### config.mk
export PLATFORM = sky130hd
export DESIGN_NAME = sobs_cell
export DESIGN_NICKNAME = d
export VERILOG_FILES = /design/src/sobs_pkg.sv /design/src/sobs_cell.sv
export SDC_FILE = /design/constraint.sdc
export NUM_CORES = 1
export LEC_CHECK = 0
export BUFFER_PORTS_ARGS = -buffer_cell sky130_fd_sc_hd__buf_2
export CAP_MARGIN = 10
export CORE_MARGIN = 4
export CORE_UTILIZATION = 45
export CTS_CLUSTER_DIAMETER = 120
export DETAILED_ROUTE_END_ITERATION = 8
export HOLD_SLACK_MARGIN = 0.03
export PLACE_DENSITY = 0.75
export SLEW_MARGIN = 30
export SYNTH_ARGS = -nofsm -noshare
export SYNTH_HDL_FRONTEND = slang
export SYNTH_SLANG_ARGS = --single-unit
### constraint.sdc
create_clock -name aclk -period 5.3 [get_ports aclk]
set_input_delay 0.53 -clock aclk [delete_from_list [all_inputs] [get_ports aclk]]
set_output_delay 0.53 -clock aclk [all_outputs]
set_load 0.02 [all_outputs]
### src/sobs_pkg.sv
// Shared types, sizes and codes for the bounded stacks block.
// No dependencies; imported by every module of the block.

package sobs_pkg;

    localparam int MAX_STACKS   = 16;
    localparam int MAX_CAPACITY = 16;

    localparam int SLOT_W      = (MAX_STACKS > 1) ? $clog2(MAX_STACKS) : 1;
    localparam int FILL_W      = $clog2(MAX_CAPACITY + 1);
    localparam int CNT_W       = $clog2(MAX_STACKS + 1);
    localparam int TOP_W       = (MAX_CAPACITY > 1) ? $clog2(MAX_CAPACITY) : 1;
    localparam int PLATE_DEPTH = MAX_STACKS * MAX_CAPACITY;
    localparam int PLATE_AW    = (PLATE_DEPTH > 1) ? $clog2(PLATE_DEPTH) : 1;

    localparam int DATA_W   = 32;
    localparam int IDX_W    = 8;
    localparam int CMD_W    = 2;
    localparam int STATUS_W = 2;
    localparam int CAP_W    = 5;
    localparam int APB_AW   = 3;
    localparam int APB_DW   = 32;

    localparam logic [DATA_W-1:0] NO_VALUE  = '1;
    localparam logic [CAP_W-1:0]  CAP_RESET = CAP_W'(2);

    // register index, taken from paddr[2]
    localparam logic REG_CAPACITY = 1'b0;

    typedef enum logic [CMD_W-1:0] {
        CMD_PUSH   = 2'd0,
        CMD_POP    = 2'd1,
        CMD_POP_AT = 2'd2
    } cmd_t;

    typedef enum logic [STATUS_W-1:0] {
        ST_OK      = 2'd0,
        ST_EMPTY   = 2'd1,
        ST_DROPPED = 2'd2
    } status_t;

    typedef enum logic [2:0] {
        CELL_HOLD,
        CELL_INC,
        CELL_DEC,
        CELL_SHIFT,
        CELL_CLEAR
    } cell_op_t;

    typedef enum logic {
        S_IDLE,
        S_EXEC
    } fsm_state_t;

    typedef struct packed {
        logic [SLOT_W-1:0] slot;
        logic [FILL_W-1:0] fill;
    } cell_state_t;

    typedef struct packed {
        cell_op_t          op;
        logic [SLOT_W-1:0] freed_slot;
    } cell_ctl_t;

endpackage

### src/sobs_cell.sv
// One directory cell: slot number and fill count of one stack position.
// Takes its right neighbour's entry when the stack at or below its position is removed. Depends on sobs_pkg.

module sobs_cell
    import sobs_pkg::*;
(
    input  logic              aclk,
    input  logic              aresetn,
    input  logic [SLOT_W-1:0] reset_slot,
    input  cell_ctl_t         ctl,
    input  cell_state_t       right,
    output cell_state_t       state
);

    cell_state_t state_reg;
    cell_state_t state_next;

    always_comb begin
        state_next = state_reg;
        case (ctl.op)
            CELL_INC:   state_next.fill = state_reg.fill + FILL_W'(1);
            CELL_DEC:   state_next.fill = state_reg.fill - FILL_W'(1);
            CELL_SHIFT: state_next = right;
            CELL_CLEAR: begin
                state_next.slot = ctl.freed_slot;
                state_next.fill = '0;
            end
            default:    state_next = state_reg;
        endcase
    end

    always_ff @(posedge aclk) begin
        if (!aresetn) begin
            state_reg.slot <= reset_slot;
            state_reg.fill <= '0;
        end else begin
            state_reg <= state_next;
        end
    end

    assign state = state_reg;

endmodule

==> results_dict.tcl <==
set metrics [dict create \
    tightest_slew_ps 355.0 \
    finalWirelength_um 1979 \
    cp.arrival_ps 2480 \
    ys_seq_area_share_pct 28.43 \
    fillers 146 \
    dp_hpwl_um 1465 \
    setup_violations 0 \
    ir_worst_vdd_uv 174.2 \
    slowest_delay_ps 500 \
    path_cells "buf_2 -> or3b_1 -> xnor2_1 -> ha_1 -> or2_2 -> a31oi_1 -> a211oi_1 -> o31a_1" \
    area_growth_pct 19.39 \
    die_h_um 49.49 \
    io_pins 31 \
    ant_nets 0 \
    rows 14 \
    synth_warnings 0 \
    maxCapViolations 0 \
    grt_pass1_vias 712 \
    cp-end-kind "flip-flop" \
    p_leak_nw 0.4336 \
    required_ps 5460 \
    hold_viol 0 \
    reg2reg_depth 6 \
    htreeDepth 1 \
    crit_path_start_kind "primary input" \
    syn_inst 101 \
    clock_path_buffers 2 \
    crit_family "simple AND/OR/NAND/NOR gates" \
    cpMaxStageDelayCell "or3b_1" \
    met3_usage_pct 5.723 \
    skew_ps 0.09237 \
    cts_sinks 9 \
    netlist_area_um2 774.5 \
    hold_buffers 0 \
    holdWs_ps 590.3 \
    max_slew_margin_pct 75.72 \
    critPathKind "primary input to flip-flop" \
    fmax_mhz 430.8 \
    post_dp_cell_area_um2 898.4 \
    crit_fanout 16 \
    die_area_um2 2449 \
    synth_top_family_by_area "simple AND/OR/NAND/NOR gates" \
    nets 149 \
    overflow 0 \
    use_met1_pct 20.52 \
    finalMaxSlewViolations 0 \
    hold_class "primary input to flip-flop" \
    antenna_found_initial 0 \
    core_area_um2 1559 \
    rsz0062_at_grt "false" \
    final_util_pct 59.31 \
    synthAdderAreaFrac_pct 1.616 \
    gr-usage-met2_pct 27.68 \
    status "completed" \
    reg2reg_setup_slack_ps 3550 \
    n_antenna_cell 0 \
    cts_tree "yes" \
    dr.pass1.iters 4 \
    gp_congestion 0.8127 \
    post-cts-setup-buffers 0 \
    syn_nets 124 \
    fin_crit_ps 2321 \
    grt_use_total_pct 16.33 \
    min_from "reset_slot[1]" \
    drive_above_1_share_pct 28.80 \
    holdPathEnd "state[6]" \
    p_per_area_nw_per_um2 222.5 \
    cts_root_buf "clkbuf_4" \
    initial_core_util_pct 49.68 \
    synth_area_per_cell_um2 7.668 \
    min_path_cells 3 \
    ys_ff_latch 9 \
    synth_cell_types 38 \
    worstPathBufferInverterCount 1 \
    r2r_start "state[1]" \
    num_vias 843 \
    clk_latency_ps 260 \
    finalSetupTns_ps 0 \
    synth-simple-area-share_pct 30.21 \
    muxShareOfSynthArea_pct 7.754 \
    numPortBuffers 30 \
    min_period_over_period_pct 43.80 \
    initialDrtViolationCount 31 \
    numCtsBuffers 3 \
    largest_reg_flops 9 \
    r2r_end "state[2]" \
    die_w_um 49.49 \
    grt_pass1_wl_um 3160 \
    stdcell_area_um2 924.6 \
    busiest_layer "met2" \
    cts_resized 0 \
    synth-compound-area-share_pct 23.42 \
    wire_per_inst_um 14.04 \
    cts.clk_slew.worst_paths_ps 60 \
    vias_per_cell 5.979 \
    drc 0 \
    synth_xor_area_share_pct 1.131 \
    grt_max_degree 20 \
    power_mw 0.2057 \
]
-- placed cells by master (no fill, tap or decap), types with 2 or more instances in the layout --
cell,instances
inv_1,3
clkbuf_4,3
a21boi_0,2
o21ai_0,4
a21oi_1,9
buf_2,30
mux2i_1,6
nand3b_1,3
nand3_1,4
or3b_1,2
edfxtp_1,4
or3_1,3
nor2_1,13
a21o_1,2
o31a_1,2
nand2_1,7
dfxtp_1,5
nor2b_1,2
or2_2,2
-- cells in the mapped netlist --
library cell	instances	area, µm²
nand3_2	1	10.01
o31ai_1	1	7.510
nor2_1	13	48.80
o22a_1	1	8.760
nor3b_1	1	7.510
nand3_1	4	20.02
xnor2_1	1	8.760
buf_2	1	5.000
a21o_1	2	15.01
dfxtp_1	5	100.1
nand4b_1	1	8.760
o221ai_1	1	8.760
clkbuf_1	8	30.03
nor2b_1	2	12.51
a2111oi_0	1	8.760
a31oi_1	1	6.260
ha_1	1	12.51
or3b_1	2	17.52
nand2_1	7	26.28
a211oi_1	1	7.510
and4_1	1	8.760
edfxtp_1	4	120.1
o21ai_0	4	20.02
nor4b_1	1	8.760
a311oi_1	1	8.760
a22oi_1	1	7.510
o31a_1	2	17.52
a21oi_1	9	45.04
nor3_1	1	5.000
nand4_1	1	6.260
or3_1	3	18.77
inv_1	3	11.26
mux2i_1	6	60.06
a21boi_0	2	15.01
nand3b_1	3	22.52
buf_6	1	11.26
or2_2	2	12.51
o21ai_1	1	5.000
-- power breakdown --
group | internal (mW) | switching [mW] | total (mW)
registers | 0.0806 | 0.00827 | 0.0888
clock network | 0.0291 | 0.0251 | 0.0542
logic | 0.0272 | 0.0355 | 0.0627
-- how the worst max path moves through the flow --
stage                start  endpoint  slack (ps)  cells past startpoint
floorplan           ctl[6]  state[4]        2960                      9
global placement    ctl[5]  state[4]        2760                      8
detailed placement  ctl[5]  state[2]        2710                      8
CTS                 ctl[5]  state[2]        3000                      8
global route        ctl[5]  state[2]        2880                      8
finish              ctl[5]  state[2]        2980                      8
-- final cells by class --
cell class | count | area [µm²] | share of cell area (%)
well taps | 16 | 20.02 | 2.165
flip-flops and latches | 9 | 220.2 | 23.82
repair buffers | 30 | 150.1 | 16.24
inverters | 3 | 11.26 | 1.218
multi-input cells | 79 | 496.7 | 53.72
clock buffers | 4 | 26.28 | 2.842
-- through the flow --
stage,setup WS [ps],cells
finish,2979,141
detailed placement,2712,137
CTS,2996,141
global placement,2761,137
global route,2877,141
floorplan,2960,101
-- worst reg2reg max path, cell delays in order, from the launching register on --
cell and delay, ps:
dfxtp_1 490, xnor2_1 120, ha_1 240, or2_2 300
a31oi_1 170, a211oi_1 90, o31a_1 240
-- metal layers --
layer / vias to the layer above / share of wire, %
li1: 419 / -
met1: 405 / 44
met2: 17 / 50
met3: 2 / 5.1
met4: 0 / 0.30
met5: - / 0
-- logic make-up (layout without fill, tap and decap cells) --
kind of cell | after synthesis | in the layout
compound gates | 28 | 28
xor+xnor | 1 | 1
fa+ha+maj | 1 | 1
buf+inv | 13 | 37
flops | 9 | 9
mux | 6 | 6
simple gates | 43 | 43
Note: power is estimated with default switching activity, not from simulation.
